--- src/rtl/dtpa_pkg.sv ---
// Package with constants, types and state codes of the debounced tachometer.
`default_nettype none

package dtpa_pkg;

  // Depth of the period history; valid range 1 to 255.
  localparam int HISTORY_DEPTH = 8;

  // Field widths.
  localparam int TIME_W   = 16;
  localparam int MAGNET_W = 8;

  // Derived widths of the history memory and the averaging datapath.
  localparam int AW     = (HISTORY_DEPTH > 1) ? $clog2(HISTORY_DEPTH) : 1;
  localparam int CNT_W  = $clog2(HISTORY_DEPTH + 1);
  localparam int SUM_W  = TIME_W + CNT_W;
  localparam int DV_W   = MAGNET_W;
  localparam int STEP_W = $clog2(SUM_W + 1);

  // Register reset values.
  localparam logic [TIME_W-1:0]   DEBOUNCE_RESET   = TIME_W'(50);
  localparam logic [TIME_W-1:0]   MAX_PERIOD_RESET = TIME_W'(4000);
  localparam logic [MAGNET_W-1:0] MAGNET_RESET     = MAGNET_W'(1);

  // Configuration port.
  localparam int PADDR_W = 4;
  localparam int PDATA_W = 32;

  typedef enum logic [1:0] {
    REG_DEBOUNCE   = 2'd0,
    REG_MAX_PERIOD = 2'd1,
    REG_MAGNET     = 2'd2,
    REG_NONE       = 2'd3
  } reg_index_t;

  // Sequencer states.
  typedef enum logic [2:0] {
    ST_IDLE,
    ST_SUM,
    ST_LOAD1,
    ST_DIV1,
    ST_LOAD2,
    ST_DIV2,
    ST_FINISH,
    ST_DONE
  } state_t;

  typedef struct packed {
    logic [TIME_W-1:0] now_ms;
    logic              pin_level;
  } in_t;

  typedef struct packed {
    logic              accepted;
    logic [TIME_W-1:0] last_period;
    logic [TIME_W-1:0] average_period;
  } out_t;

endpackage

`default_nettype wire

--- src/rtl/debounced_tachometer_period_average_top.sv ---
// Top level of the debounced tachometer with a filtered period average.
`default_nettype none

// Each edge transaction yields one result transaction. An edge is taken when
// the pin is high and the time since the last taken edge (modulo 2^16) is at
// least debounce_ms; its period is written into a circular history memory.
// The result carries the take flag, the newest period and the average of the
// history entries that are nonzero and below max_period, divided by their
// count and then by magnet_count (0 is treated as 1), or 0 if no entry
// qualifies or the average exceeds max_period. A transaction makes one memory
// read per history entry to form the sum, then two divisions on one shared
// restoring divider that resolves one quotient bit per cycle. When no entry
// qualifies the divisions are skipped. A result still held in the output
// register stalls the block in its done state. A new edge is taken only
// while the block is idle, but the finished result waits in an output
// register so the next edge can start before it is taken. Entries never
// written since reset are left out of the average through per-entry valid
// bits, so no clearing pass is needed.
module debounced_tachometer_period_average_top (
  input  wire                        clk,
  input  wire                        rst,
  input  wire                        in_valid,
  output logic                       in_ready,
  input  wire dtpa_pkg::in_t         in_data,
  output logic                       out_valid,
  input  wire                        out_ready,
  output dtpa_pkg::out_t             out_data,
  input  wire                        psel,
  input  wire                        penable,
  input  wire                        pwrite,
  input  wire [dtpa_pkg::PADDR_W-1:0] paddr,
  input  wire [dtpa_pkg::PDATA_W-1:0] pwdata,
  output logic [dtpa_pkg::PDATA_W-1:0] prdata,
  output logic                       pready
);
  import dtpa_pkg::*;

  // Configuration registers.
  logic [TIME_W-1:0]   debounce_ms;
  logic [TIME_W-1:0]   max_period;
  logic [MAGNET_W-1:0] magnet_count;
  reg_index_t          reg_sel;
  logic                cfg_write;

  // History memory and its bookkeeping.
  logic [TIME_W-1:0]        hist_mem [HISTORY_DEPTH];
  logic [HISTORY_DEPTH-1:0] hist_valid;
  logic [AW-1:0]            wr_ptr;
  logic [TIME_W-1:0]        rd_data;
  logic                     rd_data_valid;
  logic                     rd_pend;
  logic [CNT_W-1:0]         rd_cnt;

  // Per-transaction state.
  state_t            state;
  state_t            state_next;
  logic [TIME_W-1:0] last_edge_time;
  logic [TIME_W-1:0] last_period;
  logic              take_r;
  logic [SUM_W-1:0]  sum_r;
  logic [CNT_W-1:0]  count_r;
  logic [TIME_W-1:0] avg_r;

  // Shared divider.
  logic [SUM_W-1:0]  dvd;
  logic [DV_W-1:0]   rem;
  logic [DV_W-1:0]   dsr;
  logic [STEP_W-1:0] div_step;
  logic [DV_W:0]     rem_shift;
  logic              q_bit;
  logic              div_last;

  // Handshake and control strobes.
  logic              in_fire;
  logic [TIME_W-1:0] delta;
  logic              take;
  logic              rd_issue;
  logic              out_load;
  logic              qualify;

  // Configuration port: writes on the access phase, reads combinational.
  assign pready    = 1'b1;
  assign reg_sel   = reg_index_t'(paddr[3:2]);
  assign cfg_write = psel & penable & pwrite & pready;

  always_ff @(posedge clk) begin
    if (rst) begin
      debounce_ms  <= DEBOUNCE_RESET;
      max_period   <= MAX_PERIOD_RESET;
      magnet_count <= MAGNET_RESET;
    end else if (cfg_write) begin
      case (reg_sel)
        REG_DEBOUNCE:   debounce_ms  <= pwdata[TIME_W-1:0];
        REG_MAX_PERIOD: max_period   <= pwdata[TIME_W-1:0];
        REG_MAGNET:     magnet_count <= pwdata[MAGNET_W-1:0];
        default:        ;
      endcase
    end
  end

  always_comb begin
    case (reg_sel)
      REG_DEBOUNCE:   prdata = PDATA_W'(debounce_ms);
      REG_MAX_PERIOD: prdata = PDATA_W'(max_period);
      REG_MAGNET:     prdata = PDATA_W'(magnet_count);
      default:        prdata = '0;
    endcase
  end

  // Edge qualification.
  assign in_fire = in_valid & in_ready;
  assign delta   = in_data.now_ms - last_edge_time;
  assign take    = in_data.pin_level & (delta >= debounce_ms);

  // Divider step: shift one dividend bit into the remainder and try to subtract.
  assign rem_shift = {rem, dvd[SUM_W-1]};
  assign q_bit     = (rem_shift >= {1'b0, dsr});
  assign div_last  = (div_step == STEP_W'(SUM_W - 1));

  // A history entry counts if it was written, is nonzero and below max_period.
  assign qualify = rd_data_valid & (rd_data != '0) & (rd_data < max_period);

  // Next-state logic.
  always_comb begin
    state_next = state;
    case (state)
      ST_IDLE:   if (in_fire) state_next = ST_SUM;
      ST_SUM:    if (rd_cnt == CNT_W'(HISTORY_DEPTH)) state_next = ST_LOAD1;
      ST_LOAD1:  state_next = (count_r == '0) ? ST_DONE : ST_DIV1;
      ST_DIV1:   if (div_last) state_next = ST_LOAD2;
      ST_LOAD2:  state_next = ST_DIV2;
      ST_DIV2:   if (div_last) state_next = ST_FINISH;
      ST_FINISH: state_next = ST_DONE;
      ST_DONE:   if (!out_valid || out_ready) state_next = ST_IDLE;
      default:   state_next = ST_IDLE;
    endcase
  end

  // Control outputs of the sequencer.
  always_comb begin
    in_ready = 1'b0;
    rd_issue = 1'b0;
    out_load = 1'b0;
    case (state)
      ST_IDLE: in_ready = 1'b1;
      ST_SUM:  rd_issue = (rd_cnt != CNT_W'(HISTORY_DEPTH));
      ST_DONE: out_load = !out_valid || out_ready;
      default: ;
    endcase
  end

  always_ff @(posedge clk) begin
    if (rst) state <= ST_IDLE;
    else     state <= state_next;
  end

  // History memory: one write port, one registered read port.
  always_ff @(posedge clk) begin
    if (in_fire && take) hist_mem[wr_ptr] <= delta;
    if (rd_issue) rd_data <= hist_mem[rd_cnt[AW-1:0]];
  end

  always_ff @(posedge clk) begin
    if (rst) begin
      hist_valid     <= '0;
      wr_ptr         <= '0;
      last_edge_time <= '0;
      last_period    <= '0;
      rd_pend        <= 1'b0;
    end else begin
      if (in_fire && take) begin
        hist_valid[wr_ptr] <= 1'b1;
        wr_ptr <= (wr_ptr == AW'(HISTORY_DEPTH - 1)) ? '0 : wr_ptr + 1'b1;
        last_edge_time <= in_data.now_ms;
        last_period    <= delta;
      end
      rd_pend <= rd_issue;
    end
  end

  always_ff @(posedge clk) begin
    if (rd_issue) rd_data_valid <= hist_valid[rd_cnt[AW-1:0]];
  end

  // Sum and count pass, then the two divisions and the range check.
  always_ff @(posedge clk) begin
    case (state)
      ST_IDLE: begin
        take_r  <= take;
        rd_cnt  <= '0;
        sum_r   <= '0;
        count_r <= '0;
      end
      ST_SUM: begin
        if (rd_issue) rd_cnt <= rd_cnt + 1'b1;
        if (rd_pend && qualify) begin
          sum_r   <= sum_r + SUM_W'(rd_data);
          count_r <= count_r + 1'b1;
        end
      end
      ST_LOAD1: begin
        avg_r    <= '0;
        dvd      <= sum_r;
        dsr      <= DV_W'(count_r);
        rem      <= '0;
        div_step <= '0;
      end
      ST_DIV1, ST_DIV2: begin
        rem      <= q_bit ? DV_W'(rem_shift - {1'b0, dsr}) : rem_shift[DV_W-1:0];
        dvd      <= {dvd[SUM_W-2:0], q_bit};
        div_step <= div_step + 1'b1;
      end
      ST_LOAD2: begin
        dsr      <= (magnet_count == '0) ? DV_W'(1) : magnet_count;
        rem      <= '0;
        div_step <= '0;
      end
      ST_FINISH: begin
        avg_r <= (dvd > SUM_W'(max_period)) ? '0 : dvd[TIME_W-1:0];
      end
      default: ;
    endcase
  end

  // Output register decouples the result from the next transaction.
  always_ff @(posedge clk) begin
    if (rst) begin
      out_valid <= 1'b0;
    end else if (out_load) begin
      out_valid <= 1'b1;
    end else if (out_ready) begin
      out_valid <= 1'b0;
    end
  end

  always_ff @(posedge clk) begin
    if (out_load) begin
      out_data.accepted       <= take_r;
      out_data.last_period    <= last_period;
      out_data.average_period <= avg_r;
    end
  end

endmodule

`default_nettype wire

--- config.mk ---
export PLATFORM = sky130hd
export DESIGN_NAME = debounced_tachometer_period_average_top
export DESIGN_NICKNAME = d
export VERILOG_FILES = /design/src/rtl/dtpa_pkg.sv /design/src/rtl/debounced_tachometer_period_average_top.sv
export SDC_FILE = /design/constraint.sdc
export NUM_CORES = 1
export LEC_CHECK = 0
export BUFFER_PORTS_ARGS = -buffer_cell sky130_fd_sc_hd__buf_4
export CAP_MARGIN = 20
export CORE_UTILIZATION = 39
export CTS_CLUSTER_SIZE = 14
export DETAILED_ROUTE_END_ITERATION = 10
export PLACE_DENSITY = 0.69
export SLEW_MARGIN = 20
export SYNTH_ARGS = -nofsm -noshare
export SYNTH_HDL_FRONTEND = slang
export SYNTH_SLANG_ARGS = --single-unit
--- constraint.sdc ---
create_clock -name clk -period 5.9 [get_ports clk]
set_input_delay 0.295 -clock clk [delete_from_list [all_inputs] [get_ports clk]]
set_output_delay 0.295 -clock clk [all_outputs]
set_load 0.05 [all_outputs]
=== Yosys cells after proc, flatten, opt, wreduce, memory -nomap -nowiden ===
Memory sizes are Yosys's and may differ from the RTL's. A register that Yosys moved wholly into a read port is not among the register bits.
Index checks and enable logic that the tools add are counted.

* Flip-flop bits (word level): 208
* Memories: 1
* Output and inout bits: 68
* Logic and storage cells: 123
* Bits of input ports: 60
* Memory bits (writable): 128

* Muxes and demuxes: 34
* Reduce and logical (&&, ||, !) cells: 24
* Equality and inequality tests: 20
* Add/subtract/negate cells: 7
* Order comparisons: 7
* Bitwise gates (word level): 7

{| class="wikitable"
|+ Memories
! name !! words !! bits a word !! rd ports !! clocked after memory_dff !! write ports !! line !! text
|-
| hist_mem || 8 || 16 || 1 || 1 || 1 || debounced_tachometer_period_average_top.sv:46 || <nowiki>logic [TIME_W-1:0] hist_mem [HISTORY_DEPTH];</nowiki>
|}

{| class="wikitable"
|+ Operators by type and width
! cell !! number
|-
| one-hot mux 20 bit (2 select lines) || 2
|-
| one-hot mux 16 bit (3 select lines) || 1
|-
| one-hot mux 16 bit (2 select lines) || 1
|-
| one-hot mux 8 bit (2 select lines) || 2
|-
| one-hot mux 3 bit (8 select lines) || 1
|-
| 2-to-1 mux 3 bit || 7
|-
| adder 20 x 16 -> 20 bit || 1
|-
| > comparator 20 x 16 -> 1 bit || 1
|-
| 2-to-1 mux 20 bit || 1
|-
| >= comparator 16 bit || 1
|-
| < comparator 16 bit || 1
|-
| 2-to-1 mux 16 bit || 1
|-
| 2-to-1 mux 8 bit || 2
|-
| one-hot mux 4 bit (2 select lines) || 2
|-
| nonzero test 16 bit || 1
|-
| subtractor 16 bit || 1
|-
| == test 3 bit (second input constant) || 5
|-
| inequality test 2 bit (second input constant) || 7
|-
| nonzero test 2 bit || 6
|-
| one-hot mux 5 bit (2 select lines) || 1
|-
| AND reduction 2 bit || 5
|-
| >= comparator 9 x 8 -> 1 bit || 1
|-
| 2-to-1 mux 1 bit || 9
|-
| adder 4 x 1 -> 4 bit (second input constant) || 2
|-
| other kinds (26) || 37
|}

=== Longest topological paths before layout ===
Gate-level depths: netlist (run 1).

* Depth in word-level cells: 6
* Gate-level depth with buffers: 21
* Depth with buffers taken out: 17

=== Least setup slack after synthesis (run 1) ===
No wires, ideal clock.

* Path type: reg-to-reg
* From: register last_edge_time[6]
* To: memory hist_mem[4][0] (enable)
* Library setup time: 0.440 ns
* Path buffers: 2
* Data arrival time: 5.145 ns
* Clock period less this slack: 5.585 ns
* Path slack: 0.315 ns
* Required time: 5.460 ns
* Cell stages (with the launch flop): 18
* Cell sequence: dfxtp_1 -> inv_1 -> ha_1 -> clkbuf_1 -> and4_1 -> o2bb2ai_1 -> a31o_2 -> o21ai_1 -> nor2_1 -> a311oi_1 -> ha_1 -> nand4_1 -> nor4_1 -> o31ai_1 -> o211ai_1 -> and4_1 -> buf_2 -> nor4b_1

* Longest elaborated chain between the ends: 6

{| class="wikitable"
|+ RTL lines
! element !! line !! text
|-
| start: declaration || debounced_tachometer_period_average_top.sv:57 || <nowiki>logic [TIME_W-1:0] last_edge_time;</nowiki>
|-
| start signal: assignment || debounced_tachometer_period_average_top.sv:174 || <nowiki>last_edge_time <= in_data.now_ms;</nowiki>
|-
| subtractor 16 bit || debounced_tachometer_period_average_top.sv:112 || <nowiki>assign delta = in_data.now_ms - last_edge_time;</nowiki>
|-
| named net delta[15] || debounced_tachometer_period_average_top.sv:75 || <nowiki>logic [TIME_W-1:0] delta;</nowiki>
|-
| >= comparator 16 bit || debounced_tachometer_period_average_top.sv:113 || <nowiki>assign take = in_data.pin_level & (delta >= debounce_ms);</nowiki>
|-
| AND 1 bit || debounced_tachometer_period_average_top.sv:113 ||
|-
| logical AND 1 bit || debounced_tachometer_period_average_top.sv:159 || <nowiki>if (in_fire && take) hist_mem[wr_ptr] <= delta;</nowiki>
|-
| 2-to-1 mux 1 bit || debounced_tachometer_period_average_top.sv:159 ||
|-
| 2-to-1 mux 1 bit (implied by the code) || debounced_tachometer_period_average_top.sv:159 ||
|-
| end: declaration || debounced_tachometer_period_average_top.sv:46 ||
|}

The timed path passes the listed nets, and every way through them passes these cells.

=== Final worst setup path (run 1) ===
* From: input in_data[1] in the netlist's numbering
* To: memory hist_mem[5][0] (enable)

* Longest elaborated chain between the ends: 6

{| class="wikitable"
|+ RTL lines
! element !! line !! text
|-
| start: declaration || debounced_tachometer_period_average_top.sv:24 || <nowiki>input wire dtpa_pkg::in_t in_data,</nowiki>
|-
| subtractor 16 bit || debounced_tachometer_period_average_top.sv:112 ||
|-
| named net delta[14] || debounced_tachometer_period_average_top.sv:75 ||
|-
| >= comparator 16 bit || debounced_tachometer_period_average_top.sv:113 ||
|-
| AND 1 bit || debounced_tachometer_period_average_top.sv:113 ||
|-
| logical AND 1 bit || debounced_tachometer_period_average_top.sv:159 ||
|-
| 2-to-1 mux 1 bit || debounced_tachometer_period_average_top.sv:159 ||
|-
| 2-to-1 mux 1 bit (implied by the code) || debounced_tachometer_period_average_top.sv:159 ||
|}

The timed path passes the listed nets, and every way through them passes these cells.

==> impl_metrics.toml, run 1 <==
[detailed_routing]
ant_nets = 0
dr.pass1.iters = 5
avgViaCountPerCell = 5.32
num_vias = 10708
routed_wl_mm = 37.0
drc = 0
wl_per_cell_um = 18.4
drtIter0Drc = 914

[timing]
worst_slew_pin_slew_ps = 1080
finalSetupViolCount = 0
hold_viol = 0
max-slew-margin-rel = 0.279
rsz0062_at_grt = "false"
fin_tns_setup_ps = 0
skew_ps = 25.7
drv_slew = 0
fin_crit_sh = 0.897
max_freq_mhz = 189
period_minus_slack_ps = 5290

[placement]
placed_area_um2 = 17900
placed_cells = 1927
hpwlAfterDp_mm = 25.5
gp_congestion = 0.896
portBuffers = 92

[critical_path]
timing.rr.end = "hist_mem[5][0]"
crit_required_ps = 6060
cp_slowest_cell = "inv_1"
reg2reg_slack_ps = 710
critical_path_class = "in2reg"
crit_path_start = "in_data[1]"
timing.rr.start = "last_edge_time[6]"
start_kind = "primary input"
worstSetupEndpointType = "flip-flop"
cp_cell_sequence = "dlygate4sd3_1 -> buf_4 -> inv_1 -> ha_1 -> fa_1 -> nor2b_1 -> o31a_1 -> o21ai_0 -> o21ai_0 -> a31oi_1 -> xnor2_2 -> ha_1 -> nand4_1 -> nor4_1 -> o31ai_1 -> o211ai_1 -> and4_2 -> nand4b_1 -> inv_1"
critPathMaxStageDelay_ps = 600
arrival_ps = 5450
r2r_cells = 17
crit_fanout = 16

[layout]
drive_gt1_frac = 0.187
layout_commonest_cell = "edfxtp_1"
final_core_util = 0.460
finalInstanceArea_um2 = 19300
area.growth.synth_to_final_pct = 16.3
nFillCells = 3807
diodes = 0
mostFrequentLayoutCells = "edfxtp_1 (264), buf_4 (116), nand2_1 (112)"
finalNetCount = 1602
final_cells = 2012

[grt]
grt_max_degree = 48
grt_overflow_total = 0
antenna_found_initial = 0
grt_pass1_vias = 10452
grt_first_pass_wirelength_mm = 58.1
track_usage = 0.171

[synthesis]
yosysWarningCount = 0
ys_seq_area_frac = 0.583
synth_cell_type_count = 64
synthArstFlopShare = 0
yosys_register_bits = 352
synthFlopType = "edfxtp_1"
synth.cell_area_um2 = 16600
synth_cells = 1328
synth_edf_count = 264
synth_area_per_cell_um2 = 12.5

[power_and_ir_drop]
power_mw = 8.36
power_leakage_nw = 7.12
irDropWorstVdd_uv = 226
powerDensity_nw_per_um2 = 432

[floorplanning]
ios = 128
die_w_um = 208
fp.dieH_um = 208
start_util = 0.396
dieArea_um2 = 43500
num_rows = 75
core-area_um2 = 42000

[run]
max-cap-violations = 0

[min_path]
min-delay-start = "in_data[12]"
hold_end = "last_edge_time[11]"
hold_path.class = "in2reg"
holdPathStages = 3

[clocking]
cts-root-buf = "clkbuf_16"
clk_latency_ps = 550
clk_pin_slew_ps = 60
cts_buffers = 38
ctsLongestPathBuffers = 3
cts_tree = "built"
clock-sinks = 352
htreeDepth = 2
post_cts_buffers = 0

[run_status]
status = "completed"
-- stage by stage --
step           setup slack [ps]  hold WS (ps)
5_1_grt                     211          10.8
3_5_place_dp                363           406
3_3_place_gp                533           403
6_report                    608          11.6
2_1_floorplan               315           400
4_1_cts                     337          1.23
-- layout make-up --
class	count	area [um^2]	area share
Tap cell	539	674	0.0349
Inverter	77	289	0.0150
Clock buffer	52	1050	0.0546
Multi-Input combinational cell	843	6420	0.332
Timing Repair Buffer	134	1070	0.0555
Clock inverter	15	126	0.00654
Sequential cell	352	9690	0.501
-- report_power, final --
| part | total (mW) | switching, mW | internal (mW) | leakage, nW |
|---|---|---|---|---|
| sequential | 3.52 | 0.282 | 3.24 | 3.17 |
| clock | 2.27 | 0.971 | 1.30 | 0.571 |
| combinational | 2.56 | 1.46 | 1.10 | 3.38 |
| total | 8.36 | 2.71 | 5.64 | 7.12 |
-- routing by layer --
layer / up-vias / part of all wire / global-route usage
li1: 5095 / - / -
met1: 5298 / 0.45 / 0.227
met2: 258 / 0.49 / 0.292
met3: 57 / 0.046 / 0.0235
met4: 0 / 0.021 / 0.0478
met5: - / 0 / 0
-- sequential cells by signal, summed over array words and instances (netlist names), 3 cells and up --
| name | flops |
|---|---|
| avg_r | 16 |
| count_r | 4 |
| debounce_ms | 16 |
| div_step | 5 |
| dsr | 8 |
| dvd | 20 |
| hist_mem | 128 |
| hist_valid | 8 |
| last_edge_time | 16 |
| last_period | 16 |
| magnet_count | 8 |
| max_period | 16 |
| out_data | 33 |
| rd_cnt | 4 |
| rd_data | 16 |
| rem | 8 |
| state | 3 |
| sum_r | 20 |
| wr_ptr | 3 |
-- worst max-delay path, delay by kind of cell --
kind                       cells  cell delay [ps]
AOI/OAI and AO/OA              6             1200
xor gates and xnor gates       1              510
adders and majority gates      3              830
buffers and inverters          4             1260
and+or+nand+nor                5             1330
-- logic make-up after synthesis --
family	Yosys count	synth area share
compound gates	211	0.0796
xor+xnor	38	0.0200
fa+ha+maj	96	0.0736
buf+inv	148	0.0385
flops	352	0.583
mux	121	0.101
other cells	2	0.000452
simple gates	360	0.104
-- worst max path at each step --
stage                     slack, ps  cells after the start             end
after detailed placement        360                     18  hist_mem[5][0]
after global placement          530                     18  hist_mem[5][0]
after floorplan                 320                     17  hist_mem[4][0]
final                           610                     19  hist_mem[5][0]
after global routing            210                     19  hist_mem[5][0]
after CTS                       340                     19  hist_mem[5][0]
-- repair_timing --
action	4_1_cts	5_1_grt
setup endpoints to repair	0	17
hold endpoints to repair	16	0
hold buffers	16	0
resized for setup	0	2
-- cells in the mapped netlist, types with 3 or more instances --
master	number	area share
edfxtp_1	264	0.48
nand2_1	112	0.025
nor2_1	108	0.024
ha_1	93	0.070
dfxtp_1	88	0.11
inv_1	76	0.017
a21oi_1	69	0.021
mux2i_1	48	0.029
o21ai_0	48	0.014
clkbuf_1	43	0.0097
mux2_2	39	0.026
mux4_2	34	0.046
nand3_1	27	0.0081
xnor2_1	22	0.012
buf_4	18	0.0081
nor2b_1	17	0.0064
xor2_1	16	0.0084
nand4_1	15	0.0056
o211ai_1	15	0.0068
a21o_1	14	0.0063
a211oi_1	13	0.0059
o21a_1	12	0.0054
and2_1	11	0.0041
nand2b_1	11	0.0041
nor3_1	10	0.0030
nor2b_2	9	0.0047
nor3b_1	9	0.0041
a31oi_1	7	0.0026
and3_1	7	0.0026
buf_2	7	0.0021
nor4_1	7	0.0026
a31o_2	6	0.0032
o31ai_1	4	0.0018
or3_1	4	0.0015
a311oi_1	3	0.0016
and4_1	3	0.0016
fa_1	3	0.0036
No activity file was read; power rests on OpenSTA's default activity.
==> run 2, diff against run 1 <==
Settings changed: PLACE_DENSITY 0.69 to not set, PLACE_DENSITY_LB_ADDON set to 0.2.
==> run 2 against run 1 <==
Effect of this change: clock skew is 9.3 ps lower; register-to-register slack hardly changed; sequential share of layout area is 0.31 points lower.
==> impl_metrics.toml, run 2 (synthesized netlist as in run 1, its figures left out) <==
[run_status]
status = "completed"

[critical_path]
worstSetupEndpointType = "flip-flop"
critPathTopFamily = "simple AND/OR/NAND/NOR gates"
crit_fanout = 16
arrival_ps = 5420
critical_path_class = "reg2reg"
cp_slowest_cell = "xnor2_2"
critPathMaxStageDelay_ps = 570
worst-path-buf-inv = 2
crit_required_ps = 6130
cp_cell_sequence = "ha_1 -> fa_1 -> nor2b_1 -> o31a_1 -> o21ai_0 -> o21ai_0 -> a31oi_1 -> xnor2_2 -> ha_1 -> nand4_1 -> nor4_1 -> o31ai_1 -> o211ai_1 -> and4_2 -> nand4b_1 -> inv_1 -> buf_4"
start_kind = "flip-flop"

[layout]
largest_reg_flops = 128
nFillCells = 3793
drive_gt1_frac = 0.191
mostFrequentLayoutCells = "edfxtp_1 (264), buf_4 (119), nand2_1 (111)"
diodes = 0
finalNetCount = 1607
top_register = "hist_mem"
finalInstanceArea_um2 = 19400
area.growth.synth_to_final_pct = 17.0
layout_commonest_cell = "edfxtp_1"
top_regs = "hist_mem: 128 flops, out_data: 33 flops"

[grt]
groute.layer.met3.usage = 0.0269
met1_usage = 0.221
grtUsageMet2 = 0.293
grt_first_pass_wirelength_mm = 57.8
grt_max_degree = 76
grt_pass1_vias = 10332
top_usage_layer = "met2"
track_usage = 0.172
antenna_found_initial = 0
grt_overflow_total = 0

[clocking]
cts-root-buf = "clkbuf_16"
htreeDepth = 2
clock-sinks = 352
cts_buffers = 39
clk_pin_slew_ps = 60
cts_resized = 0
ctsLongestPathBuffers = 3
cts_tree = "built"
clk_latency_ps = 530

[power_and_ir_drop]
power_mw = 8.47
irDropWorstVdd_uv = 187
power_leakage_nw = 7.19
powerDensity_nw_per_um2 = 435

[timing]
hold_viol = 0
rsz0062_at_grt = "false"
max_freq_mhz = 192
fin_ws_ps = 702
finalSetupViolCount = 0
drv_slew = 0
fin_tns_setup_ps = 0
worst_slew_pin_slew_ps = 961
period_minus_slack_ps = 5200
fin_crit_sh = 0.881
skew_ps = 16.5
max-slew-margin-rel = 0.358

[run]
max-cap-violations = 0

[floorplanning]
start_util = 0.396
ios = 128
die_w_um = 208
num_rows = 75
dieArea_um2 = 43500
fp.dieH_um = 208
core-area_um2 = 42000

[detailed_routing]
drc = 0
ant_nets = 0
wl_per_cell_um = 18.4
routed_wl_mm = 37.2
dr.pass1.iters = 4
num_vias = 10427
drtIter0Drc = 636
avgViaCountPerCell = 5.16

[min_path]
hold_path.class = "in2reg"

[placement]
portBuffers = 92
placed_area_um2 = 18000
place_ws_ps = 268
gp_congestion = 0.841
hpwlAfterDp_mm = 25.8
[run 2: cell types whose count changed in the layout (fill, tap and decap cells not counted), sizes merged]
cell         delta
bufinv          +2
inv             -2
buf             +2
dlygate4sd3     +2
clkinv          +3
clkinvlp        +1
[run 2: report_power, final]
| group | total (mW) | leakage [nW] | switching [mW] | internal (mW) |
|---|---|---|---|---|
| Combinational | 2.55 | 3.39 | 1.46 | 1.09 |
| Sequential | 3.52 | 3.17 | 0.276 | 3.24 |
| Clock | 2.40 | 0.618 | 0.962 | 1.44 |
| Total | 8.47 | 7.19 | 2.69 | 5.77 |
[run 2: metrics by stage]
stage          hold slack, ps   util  std cells
4_1_cts                 0.519  0.462       2019
5_1_grt                  20.5  0.463       2020
6_report                 27.6  0.463       2020
3_3_place_gp              402  0.427       1930
3_5_place_dp              405  0.427       1930
2_1_floorplan             400      -       1343
[run 2: worst paths after layout]
path              cells past startpoint                 to              start  slack (ps)
setup reg to reg                     17     hist_mem[5][5]  last_edge_time[0]         700
setup / recovery                     17     hist_mem[5][5]  last_edge_time[0]         700
hold / removal                        3  last_edge_time[8]         in_data[9]          30
hold reg to reg                       0       out_data[15]          avg_r[15]         420
[run 2: repair_timing]
action	in CTS	in global routing
hold endpoints to repair	19	0
hold buffers	18	0
setup buffers	0	0
[run 2: layer usage]
layer  wire, um  vias up
met4       1130        0
li1           -     5082
met1      16700     5089
met5          0        -
met3       1420       58
met2      17900      198
[run 2: layout make-up]
class / count / area [um^2] / share of cell area
Sequential cell: 352 / 9690 / 0.498
Timing Repair Buffer: 138 / 1100 / 0.0566
Multi-Input combinational cell: 843 / 6420 / 0.330
Tap cell: 539 / 674 / 0.0347
Inverter: 77 / 289 / 0.0149
Clock inverter: 19 / 175 / 0.00901
Clock buffer: 52 / 1100 / 0.0564
[run 2: worst register-to-register path, stage by stage (launching register included)]
cell      delay, ps
dfxtp_1         310
ha_1            200
fa_1            420
nor2b_1         160
o31a_1          190
o21ai_0         150
o21ai_0         390
a31oi_1         210
xnor2_2         580
ha_1            250
nand4_1         150
nor4_1          330
o31ai_1         110
o211ai_1        120
and4_2          530
nand4b_1        180
inv_1           360
buf_4           270
